===== src/rtl/bswf_pkg.sv =====
// Shared constants, types and helpers for the byte-stuffed word frame link.
// Used by bswf_rx, bswf_tx and the top level; no dependencies.
package bswf_pkg;

  localparam logic [7:0] SOF_BYTE  = 8'h02;
  localparam logic [7:0] ESC_BYTE  = 8'h7D;
  localparam logic [7:0] ESC_XOR   = 8'h20;

  // received payload length, 1 to 8
  localparam int PAYLOAD_BYTES = 2;
  localparam int PIDX_W = (PAYLOAD_BYTES > 1) ? $clog2(PAYLOAD_BYTES) : 1;
  localparam logic [PIDX_W-1:0] PIDX_LAST = PIDX_W'(PAYLOAD_BYTES - 1);

  // reply frame: head, up to four stuffed word bytes, checksum
  localparam int TXQ_DEPTH = 5;
  localparam int TXQ_CNT_W = 3;

  typedef logic [7:0] byte_t;
  typedef byte_t payload_t [PAYLOAD_BYTES];

  // reply request from the deframer to the reply builder
  typedef struct packed {
    logic        req;
    logic [15:0] word;
  } reply_t;

  // big-endian fold of the payload, low 16 bits kept
  function automatic logic [15:0] pack_word(input payload_t pl);
    logic [15:0] w;
    w = 16'h0000;
    for (int i = 0; i < PAYLOAD_BYTES; i++) begin
      w = {w[7:0], pl[i]};
    end
    return w;
  endfunction

endpackage


===== src/rtl/bswf_rx.sv =====
// Deframer: parses head, escaped payload and checksum, keeps the stored word.
// Depends on bswf_pkg.
module bswf_rx
  import bswf_pkg::*;
(
  input  logic   clk,
  input  logic   rst_n,
  input  logic   accept,
  input  byte_t  rx_byte,
  output reply_t reply
);

  typedef enum logic [1:0] {
    PH_WAIT    = 2'd0,
    PH_PAYLOAD = 2'd1,
    PH_CHECK   = 2'd2
  } phase_t;

  phase_t            phase_r, phase_nxt;
  logic [PIDX_W-1:0] idx_r, idx_nxt;
  logic              esc_r, esc_nxt;
  byte_t             sum_r, sum_nxt;
  payload_t          payload_r, payload_nxt;
  logic [15:0]       word_r, word_nxt;
  logic              req;
  byte_t             take_val;
  logic              take;

  always_comb begin
    phase_nxt   = phase_r;
    idx_nxt     = idx_r;
    esc_nxt     = esc_r;
    sum_nxt     = sum_r;
    payload_nxt = payload_r;
    word_nxt    = word_r;
    req         = 1'b0;
    take        = 1'b0;
    take_val    = rx_byte;
    unique case (phase_r)
      PH_PAYLOAD: begin
        sum_nxt = sum_r + rx_byte;
        if (esc_r) begin
          esc_nxt  = 1'b0;
          take     = 1'b1;
          take_val = rx_byte ^ ESC_XOR;
        end else if (rx_byte == ESC_BYTE) begin
          esc_nxt = 1'b1;
        end else begin
          take = 1'b1;
        end
      end
      PH_CHECK: begin
        if (rx_byte == sum_r) begin
          word_nxt = pack_word(payload_r);
        end
        phase_nxt = PH_WAIT;
        idx_nxt   = '0;
        esc_nxt   = 1'b0;
        sum_nxt   = '0;
        req       = 1'b1;
      end
      default: begin
        // unused phase code behaves as waiting for head
        if (rx_byte == SOF_BYTE) begin
          phase_nxt = PH_PAYLOAD;
          idx_nxt   = '0;
          esc_nxt   = 1'b0;
          sum_nxt   = '0;
        end else begin
          phase_nxt = PH_WAIT;
          req       = 1'b1;
        end
      end
    endcase
    if (take) begin
      payload_nxt[idx_r] = take_val;
      if (idx_r == PIDX_LAST) begin
        phase_nxt = PH_CHECK;
      end else begin
        idx_nxt = idx_r + 1'b1;
      end
    end
  end

  assign reply.req  = accept & req;
  assign reply.word = word_nxt;

  always_ff @(posedge clk) begin
    if (!rst_n) begin
      phase_r <= PH_WAIT;
      idx_r   <= '0;
      esc_r   <= 1'b0;
      sum_r   <= '0;
      word_r  <= '0;
      for (int i = 0; i < PAYLOAD_BYTES; i++) begin
        payload_r[i] <= '0;
      end
    end else if (accept) begin
      phase_r   <= phase_nxt;
      idx_r     <= idx_nxt;
      esc_r     <= esc_nxt;
      sum_r     <= sum_nxt;
      word_r    <= word_nxt;
      payload_r <= payload_nxt;
    end
  end

endmodule


===== src/rtl/bswf_tx.sv =====
// Reply builder: stuffs the word into a frame and sends it one beat a cycle while out_ready is high.
// Depends on bswf_pkg.
module bswf_tx
  import bswf_pkg::*;
(
  input  logic   clk,
  input  logic   rst_n,
  input  reply_t reply,
  output logic   start_ready,
  output byte_t  out_data,
  output logic   out_last,
  output logic   out_valid,
  input  logic   out_ready
);

  byte_t                data_r;
  logic                 last_r;
  logic                 valid_r;
  byte_t                q_r [TXQ_DEPTH];
  logic [TXQ_CNT_W-1:0] rem_r;

  byte_t                q_new [TXQ_DEPTH];
  logic [TXQ_CNT_W-1:0] rem_new;
  byte_t                hi, lo, hi_x, lo_x, sum;
  logic                 esc_hi, esc_lo;
  logic                 pop;

  always_comb begin
    hi     = reply.word[15:8];
    lo     = reply.word[7:0];
    hi_x   = hi ^ ESC_XOR;
    lo_x   = lo ^ ESC_XOR;
    esc_hi = (hi == ESC_BYTE) || (hi == SOF_BYTE);
    esc_lo = (lo == ESC_BYTE) || (lo == SOF_BYTE);
    sum    = (esc_hi ? byte_t'(ESC_BYTE + hi_x) : hi)
           + (esc_lo ? byte_t'(ESC_BYTE + lo_x) : lo);
    for (int i = 0; i < TXQ_DEPTH; i++) begin
      q_new[i] = '0;
    end
    unique case ({esc_hi, esc_lo})
      2'b00: begin
        q_new[0] = hi;       q_new[1] = lo;       q_new[2] = sum;
        rem_new  = TXQ_CNT_W'(3);
      end
      2'b01: begin
        q_new[0] = hi;       q_new[1] = ESC_BYTE; q_new[2] = lo_x;
        q_new[3] = sum;
        rem_new  = TXQ_CNT_W'(4);
      end
      2'b10: begin
        q_new[0] = ESC_BYTE; q_new[1] = hi_x;     q_new[2] = lo;
        q_new[3] = sum;
        rem_new  = TXQ_CNT_W'(4);
      end
      default: begin
        q_new[0] = ESC_BYTE; q_new[1] = hi_x;     q_new[2] = ESC_BYTE;
        q_new[3] = lo_x;     q_new[4] = sum;
        rem_new  = TXQ_CNT_W'(5);
      end
    endcase
  end

  // free for a new frame when nothing is held or the final beat leaves now
  assign start_ready = !valid_r || (out_ready && (rem_r == '0));
  assign pop         = valid_r && out_ready;

  assign out_data  = data_r;
  assign out_last  = last_r;
  assign out_valid = valid_r;

  always_ff @(posedge clk) begin
    if (!rst_n) begin
      valid_r <= 1'b0;
      rem_r   <= '0;
    end else if (reply.req) begin
      valid_r <= 1'b1;
      data_r  <= SOF_BYTE;
      last_r  <= 1'b0;
      q_r     <= q_new;
      rem_r   <= rem_new;
    end else if (pop) begin
      if (rem_r == '0) begin
        valid_r <= 1'b0;
      end else begin
        // advance the queue by one beat
        data_r <= q_r[0];
        last_r <= (rem_r == TXQ_CNT_W'(1));
        for (int i = 0; i < TXQ_DEPTH - 1; i++) begin
          q_r[i] <= q_r[i+1];
        end
        rem_r <= rem_r - 1'b1;
      end
    end
  end

endmodule


===== src/rtl/byte_stuffed_word_frame_link_core.sv =====
// Top level of the byte-stuffed word frame link.
// Depends on bswf_pkg, bswf_rx and bswf_tx.
//
// Use:
//   in_*  : received bytes, one beat per byte (in_tdata = rx_byte).
//   out_* : reply frame bytes, one beat per byte; out_tlast marks the
//           checksum beat that ends a reply frame.
//   A head byte 0x02 opens a frame of two (escaped) payload bytes and a
//   checksum; a matching checksum updates the stored word. A finished frame,
//   or a non-head byte while waiting, triggers a reply: head, stuffed
//   high and low byte of the stored word, additive checksum.
// Reply: the first reply beat is registered and on the output in the cycle after
//   the triggering byte is accepted.
// Throughput: bytes that cause no reply are taken one per cycle while no
//   reply is in flight. A reply is 4 to 6 beats, one per cycle from the
//   output register while out_tready is high; the next input beat is
//   taken in the cycle the last reply beat leaves, so a new reply-causing
//   byte is not taken before the last reply is through.
// Reset: rst_n low clears the parser to waiting for head, the stored word
//   to zero and drops any reply in progress.
// Stall: while out_tready is low the current beat holds and in_tready stays
//   low once a reply is in flight.
module byte_stuffed_word_frame_link_core
  import bswf_pkg::*;
(
  input  logic       clk,
  input  logic       rst_n,
  input  logic       in_tvalid,
  output logic       in_tready,
  input  logic [7:0] in_tdata,   // [7:0] rx_byte
  output logic       out_tvalid,
  input  logic       out_tready,
  output logic [7:0] out_tdata,  // [7:0] tx_byte
  output logic       out_tlast   // frame_end
);

  logic   in_accept;
  logic   start_ready;
  reply_t reply;

  assign in_tready = start_ready;
  assign in_accept = in_tvalid && start_ready;

  bswf_rx u_rx (
    .clk     (clk),
    .rst_n   (rst_n),
    .accept  (in_accept),
    .rx_byte (in_tdata),
    .reply   (reply)
  );

  bswf_tx u_tx (
    .clk         (clk),
    .rst_n       (rst_n),
    .reply       (reply),
    .start_ready (start_ready),
    .out_data    (out_tdata),
    .out_last    (out_tlast),
    .out_valid   (out_tvalid),
    .out_ready   (out_tready)
  );

endmodule

===== config.mk =====
export PLATFORM = sky130hd
export DESIGN_NAME = byte_stuffed_word_frame_link_core
export DESIGN_NICKNAME = d
export VERILOG_FILES = /design/src/rtl/bswf_pkg.sv /design/src/rtl/bswf_rx.sv /design/src/rtl/bswf_tx.sv /design/src/rtl/byte_stuffed_word_frame_link_core.sv
export SDC_FILE = /design/constraint.sdc
export NUM_CORES = 1
export LEC_CHECK = 0
export BUFFER_PORTS_ARGS = -buffer_cell sky130_fd_sc_hd__buf_2
export CAP_MARGIN = 30
export CORE_UTILIZATION = 55
export DETAILED_ROUTE_END_ITERATION = 12
export PLACE_DENSITY_LB_ADDON = 0.25
export SYNTH_ARGS = -nofsm -noshare
export SYNTH_HDL_FRONTEND = slang
export SYNTH_SLANG_ARGS = --single-unit

===== constraint.sdc =====
create_clock -name clk -period 4.7 [get_ports clk]
set_input_delay 0 -clock clk [delete_from_list [all_inputs] [get_ports clk]]
set_output_delay 0 -clock clk [all_outputs]
set_load 0.03 [all_outputs]

# ---- Word level (Yosys, flattened, before mapping)
# Cells that the tools add are included.
dict set report totals {
  reg_bits 97
}
dict set report op_classes {
  addsub 6
  n_lt_le_gt_ge 2
  eq_ne 13
  muxes 44
  n_bitwise 5
  reduce_logical 21
}
# operator count
set ops {}
lappend ops {{two-way mux 32 bit} 3}
lappend ops {{one-hot mux 24 bit (3 select lines)} 1}
lappend ops {{two-way mux 8 bit} 6}
lappend ops {{two-way mux 16 bit} 2}
lappend ops {{one-hot mux 8 bit (2 select lines)} 2}
lappend ops {{== test 8 x 2 -> 1 bit (second input constant)} 3}
lappend ops {{== test 8 x 7 -> 1 bit (second input constant)} 3}
lappend ops {{adder 7 x 8 -> 8 bit (first input constant)} 2}
lappend ops {{adder 8 bit} 2}
lappend ops {{bitwise mux 16 bit} 1}
lappend ops {{two-way mux 1 bit} 16}
lappend ops {{two-way mux 6 bit} 2}
lappend ops {{AND reduction 2 bit} 5}
lappend ops {{two-way mux 3 bit} 3}
lappend ops {{demux 8 bit (select 1 bit)} 1}
lappend ops {{== test 8 bit} 1}
lappend ops {{one-hot mux 1 bit (2 select lines)} 3}
lappend ops {{one-hot mux 3 bit (2 select lines)} 1}
lappend ops {{== test 2 x 1 -> 1 bit (second input constant)} 2}
lappend ops {{== test 2 bit (second input constant)} 2}
lappend ops {{logical AND 1 bit} 4}
lappend ops {{two-way mux 2 bit} 2}
lappend ops {{one-hot mux 2 bit (2 select lines)} 1}
lappend ops {{nonzero test 2 bit} 2}
lappend ops {{17 further kinds} 21}

# ---- Longest topological paths before layout
dict set report depth {
  word_depth 9
  mapped_depth 18
  depth_no_buf 16
}

# ---- Modules after synthesis
# A second synthesis with hierarchy kept.
dict set report unflattened {
  cells_unflattened 572
  hier_area_um2 5711.7
}
# mod instances cells_per_inst area_each_um2 seq_area_each_um2
set by_module_without_submodules {}
lappend by_module_without_submodules {bswf_tx 1 310 3213.1 1551.5}
lappend by_module_without_submodules {bswf_rx 1 261 2492.4 880.8}
lappend by_module_without_submodules {byte_stuffed_word_frame_link_core 1 1 6.3 0.0}

# ---- Least setup slack after synthesis
# No wires, ideal clock.
dict set report synth_path {
  kind {reg-to-reg}
  from {register u_tx.rem_r[0]}
  to {register u_tx.data_r[0], in the netlist u_tx.out_data[0], enable pin}
  arrival_ns 5.212
  required_time_ns 4.198
  setup_slack_ns -1.014
  stages_incl_launch_ff 10
  path_buffers 2
  period_less_slack_ns 5.714
  cell_sequence {dfxtp_1 > inv_1 > ha_1 > nand2b_1 > o21ai_0 > nand2_1 > a21o_1 > clkbuf_1 > clkbuf_1 > a21boi_0}
}
dict set report synth_between {
  elab_chain_len 7
  word_cells_on_any_way 8
}
# item line
set synth_rtl {}
lappend synth_rtl {{from (decl)} bswf_tx.sv:20} ;# logic [TXQ_CNT_W-1:0] rem_r;
lappend synth_rtl {{from (signal assigned)} bswf_tx.sv:80} ;# rem_r <= rem_new;
lappend synth_rtl {{from (signal assigned)} bswf_tx.sv:91} ;# rem_r <= rem_r - 1'b1;
lappend synth_rtl {{logical NOT 3 bit (*)} bswf_tx.sv:64} ;# assign start_ready = !valid_r || (out_ready && (rem_r == '0));
lappend synth_rtl {{logical AND 1 bit (*)} bswf_tx.sv:64}
lappend synth_rtl {{logical OR 1 bit (*)} bswf_tx.sv:64}
lappend synth_rtl {{named net in_tready} byte_stuffed_word_frame_link_core.sv:29} ;# output logic in_tready,
lappend synth_rtl {{logical AND 1 bit (*)} byte_stuffed_word_frame_link_core.sv:42} ;# assign in_accept = in_tvalid && start_ready;
lappend synth_rtl {{bitwise AND 1 bit (*)} bswf_rx.sv:85} ;# assign reply.req = accept & req;
lappend synth_rtl {{!= test 2 bit (no source line) / nonzero test 2 bit (equally long branches)} --}
lappend synth_rtl {{AND reduction 3 bit (no source line) (*)} --}
lappend synth_rtl {{to (signal assigned)} bswf_tx.sv:86} ;# data_r <= q_r[0];
lappend synth_rtl {{to (decl)} bswf_tx.sv:16} ;# byte_t data_r;
# The timed path passes the listed nets; every way through them passes the cells marked *.
# A chain may end at the register's enable or synchronous reset.

# ---- Final worst setup path
dict set report layout_path {
  from {input port in_tdata[6]}
  to {register u_tx.q_r[22] (netlist bit), data pin}
}
dict set report layout_between {
  elab_chain_len 9
  word_cells_on_any_way 25
}
# item line
set layout_rtl {}
lappend layout_rtl {{from (decl)} byte_stuffed_word_frame_link_core.sv:30} ;# input logic [7:0] in_tdata,
lappend layout_rtl {{== test 8 bit} bswf_rx.sv:53} ;# if (rx_byte == sum_r) begin
lappend layout_rtl {{two-way mux 16 bit} bswf_rx.sv:53}
lappend layout_rtl {{two-way mux 16 bit} bswf_rx.sv:39} ;# unique case (phase_r)
lappend layout_rtl {{NOT 1 bit (no source line) (tied with other cells)} --}
lappend layout_rtl {{adder 7 x 8 -> 8 bit (tied with other cells)} bswf_tx.sv:35} ;# sum = (esc_hi ? byte_t'(ESC_BYTE + hi_x) : hi)
lappend layout_rtl {{two-way mux 8 bit (on tied branches)} {bswf_tx.sv:35, bswf_tx.sv:36}}
lappend layout_rtl {{adder 8 bit} bswf_tx.sv:36} ;# + (esc_lo ? byte_t'(ESC_BYTE + lo_x) : lo);
lappend layout_rtl {{one-hot mux 24 bit (3 select lines)} bswf_tx.sv:40} ;# unique case ({esc_hi, esc_lo})
lappend layout_rtl {{two-way mux 32 bit (*)} bswf_tx.sv:75} ;# end else if (reply.req) begin
lappend layout_rtl {{to (signal assigned)} bswf_tx.sv:79} ;# q_r <= q_new;
lappend layout_rtl {{to (signal, indexed assignment)} bswf_tx.sv:89} ;# q_r[i] <= q_r[i+1];
lappend layout_rtl {{to (decl)} bswf_tx.sv:19} ;# byte_t q_r [TXQ_DEPTH];
# Mark *: on every way between the ends. The rest lies on a longest branch, timed or not.

==> key figures <==
STA
  – Clk_skew: 0.009076 ns
  – Worst slew pin tran: 0.8919 ns
  – Count of pins over their slew limit: 0
  – PnR worst setup slack: 0.4241 ns
  – Final setup fails: 0
  – Final period util: 0.9098
  – Min Hold Slack: 0.005959 ns
  – Worst relative slew slack: 0.4054
  – RSZ-0062 raised after global routing: false
  – Hold Fails Final Rpt: 0
  – F_max: 0.2339 GHz
  – Fin Setup TNS: 0 ns
  – Min Tclk post-route: 4.276 ns

Synthesis
  – Netlist cell types: 58
  – Yosys top cell by area: edfxtp_1
  – Most used flip-flop cell after synthesis: edfxtp_1
  – Avg Cell Area, Syn: 9.506 um^2
  – Post-synth EDFFs: 49
  – Async set or reset register ratio after synthesis: 0
  – Synth top area share: 0.2664
  – #FFs+latches synth: 97
  – Syn nets: 619
  – Synth top area cells: edfxtp_1 27%, dfxtp_1 17%, ha_1 5.4%, nand2_1 5.2%, mux2i_1 5.1%
  – Synth warn: 0
  – Post-synthesis cell count: 581
  – Syn Std Cell Area: 5523 um^2
  – Seq/Total Area, Yosys: 0.4404

Drt
  – WL/cell: 17.75 um
  – Via total after detailed routing: 4396
  – Drc violations: 0
  – WL final: 12980 um
  – M1 wire length: 5870 um
  – Final ANT Viol Nets: 0
  – Met3 wire len: 781 um
  – Vias/cell: 6.014
  – DRT Pass-1 Iters: 5
  – Highest routed layer: met4
  – Initial DRC Count: 311
  – Wire length on met2: 5815 um

Place
  – RD Place Congestion: 0.9385
  – Setup slack after placement: 0.4668 ns
  – DP HPWL: 9326 um
  – IO Port Bufs: 22

Clocking
  – Postcts setup bufs: 0
  – Clock slew at reported path FFs: 0.09 ns
  – Root Buffer: clkbuf_8
  – Num CTS Buffers: 9
  – Clk sinks: 97
  – CTS HTree Levels: 3
  – CTS tree: yes
  – Maximum clock path buffer count: 2
  – Worst skew pair latency: 0.37 ns

Floorplan
  – Row count: 36
  – Die X: 102.2 um
  – Core Footprint: 9774 um^2
  – Die ar.: 10450 um^2
  – Die Y: 102.2 um
  – I/O pin count: 23
  – Initial Utilization: 0.5650

Layout
  – Layout cells sized above 1: 0.09365
  – Area delta synth->final: 8.156%
  – Fill cells: 834
  – Final #Nets: 631
  – Most frequent cells in the layout: 76 x nand2_1, 49 x edfxtp_1, 48 x dfxtp_1
  – Antenna diodes: 0
  – Utilization after layout: 0.6111
  – Leading cell type in the layout, fill and taps excluded: nand2_1

Hold path
  – Hold Crit Depth: 3
  – Hold path startpoint: in_tdata[0]
  – Hold endpoint: u_rx.payload_r[0]
  – Hold crit path type: input pin to register

GRT
  – Largest net degree at the start of global routing: 52
  – Vias in the first global route: 4161
  – First-pass GRT wire length: 20960 um
  – Grt total ovfl: 0
  – Antenna violations before repair: 0
  – Total GRT Usage: 0.2654

Setup path
  – Crit-path max FO: 11
  – Req. time, crit path: 4.81 ns
  – Setup slack, reg-to-reg: 0.44 ns
  – Reg-to-Reg Start: u_rx.sum_r[6]
  – Most numerous cell on the critical path: o21ai_0
  – CP Capture Type: register
  – CP cell instances: dlygate4sd3_1, buf_2, ha_1, or4_4, nor3_4, nor2_1, o21ai_0, o21ai_0, ha_1, fa_1, a21o_1, a21oi_1, o21bai_1, a21oi_1, xnor2_1, a221oi_1, o21ai_0
  – Worst Reg-to-Reg Cells: 15
  – Buf/Inv on CP: 2
  – Slowest cell on crit path: or4_4
  – Worst Setup Path Type: input pin to register
  – FF-to-FF End: u_tx.q_r[22]
  – Crit-path max cell delay: 0.59 ns
  – Top delay family on crit path: compound AO/OA/AOI/OAI gates
  – CP arrival: 4.39 ns
  – Startpoint type of the worst setup path: input pin

Outcome
  – Status: completed

Power
  – VDD IR-drop max: 147.7 uV
  – PwrDens: 302.7 nW/um^2
  – Leak pwr: 0.002521 uW

Run
  – Max-Cap Viols: 0
-- tightest hold or removal path: cells and delay by family --
kind | cells | cell delay (ns)
muxes | 1 | 0.09
and+or+nand+nor | 1 | 0.10
buffers and inverters | 1 | 0.16
-- how the worst max path moves through the flow --
stage                        startpoint          endpoint  slack [ns]  cells after the start
after floorplan           u_tx.rem_r[0]  u_tx.out_data[0]        0.11                      9
after global placement    u_rx.sum_r[6]      u_tx.q_r[22]        0.54                     15
after detailed placement  u_rx.sum_r[6]      u_tx.q_r[22]        0.47                     15
after CTS                   in_tdata[6]      u_tx.q_r[22]        0.45                     17
after global routing        in_tdata[6]      u_tx.q_r[22]        0.02                     17
final                       in_tdata[6]      u_tx.q_r[22]        0.42                     17
-- state kept, by name (all words and copies together) (netlist names) --
name	count
u_rx.sum_r	8
u_rx.payload_r	16
u_rx.esc_r	1
u_tx.out_data	8
u_rx.idx_r	1
u_tx.rem_r	3
u_rx.phase_r	2
u_tx.out_valid	1
u_tx.q_r	40
u_tx.out_last	1
u_rx.word_r	16
-- report_power, final --
part,leakage [uW],internal [uW],switching [uW]
sequential,0.000854,946,23.8
combinational,0.00157,118,199
clock,0.0000960,237,285
total,0.00252,1300,507
-- kinds of logic after synthesis --
kind of cell	share of synthesized area
simple gates	0.2077
compound gates	0.1706
flops	0.4404
buf+inv	0.03602
mux	0.05075
fa+ha+maj	0.06162
xor+xnor	0.03285
-- cells in the mapped netlist (all sizes together), types with 12 or more instances --
master and count:
nand2 76, edfxtp 49, dfxtp 48, nor2 45, clkbuf 30, mux2i 28
a21oi 25, o21ai 25, ha 24, nor2b 22, and2 17, inv 17
nand3 15, o211a 13, xnor2 12
-- layer usage --
| metal | global-route usage | up-vias |
|---|---|---|
| met1 | 0.3542 | 2061 |
| li1 | - | 2126 |
| met4 | 0.1429 | 0 |
| met5 | 0 | - |
| met3 | 0.04378 | 41 |
| met2 | 0.4130 | 168 |
-- cell type report --
class                   count  area, um^2  area share
multi-input cells         432        2907      0.4866
flip-flops and latches     97        2432      0.4072
repair buffers             35       212.7     0.03561
clock buffers              13       170.2     0.02849
well taps                 133       166.4     0.02786
inverters                  18       68.82     0.01152
clock inverters             3       16.27    0.002723
-- stage by stage --
step	cell area [um^2]	power (uW)	std cells
after floorplan	5523	1207	581
after global placement	5767	1293	713
after detailed placement	5767	1299	713
after CTS	5973	1810	731
after global routing	5973	1883	731
final	5973	1808	731
-- repair_timing --
| item | in CTS | in global routing |
|---|---|---|
| endpoints found under the hold margin | 3 | 0 |
| gates resized for setup | 0 | 0 |
| hold buffers | 2 | 0 |
| setup endpoints to repair | 0 | 0 |
(Power assumes the default switching activity.)
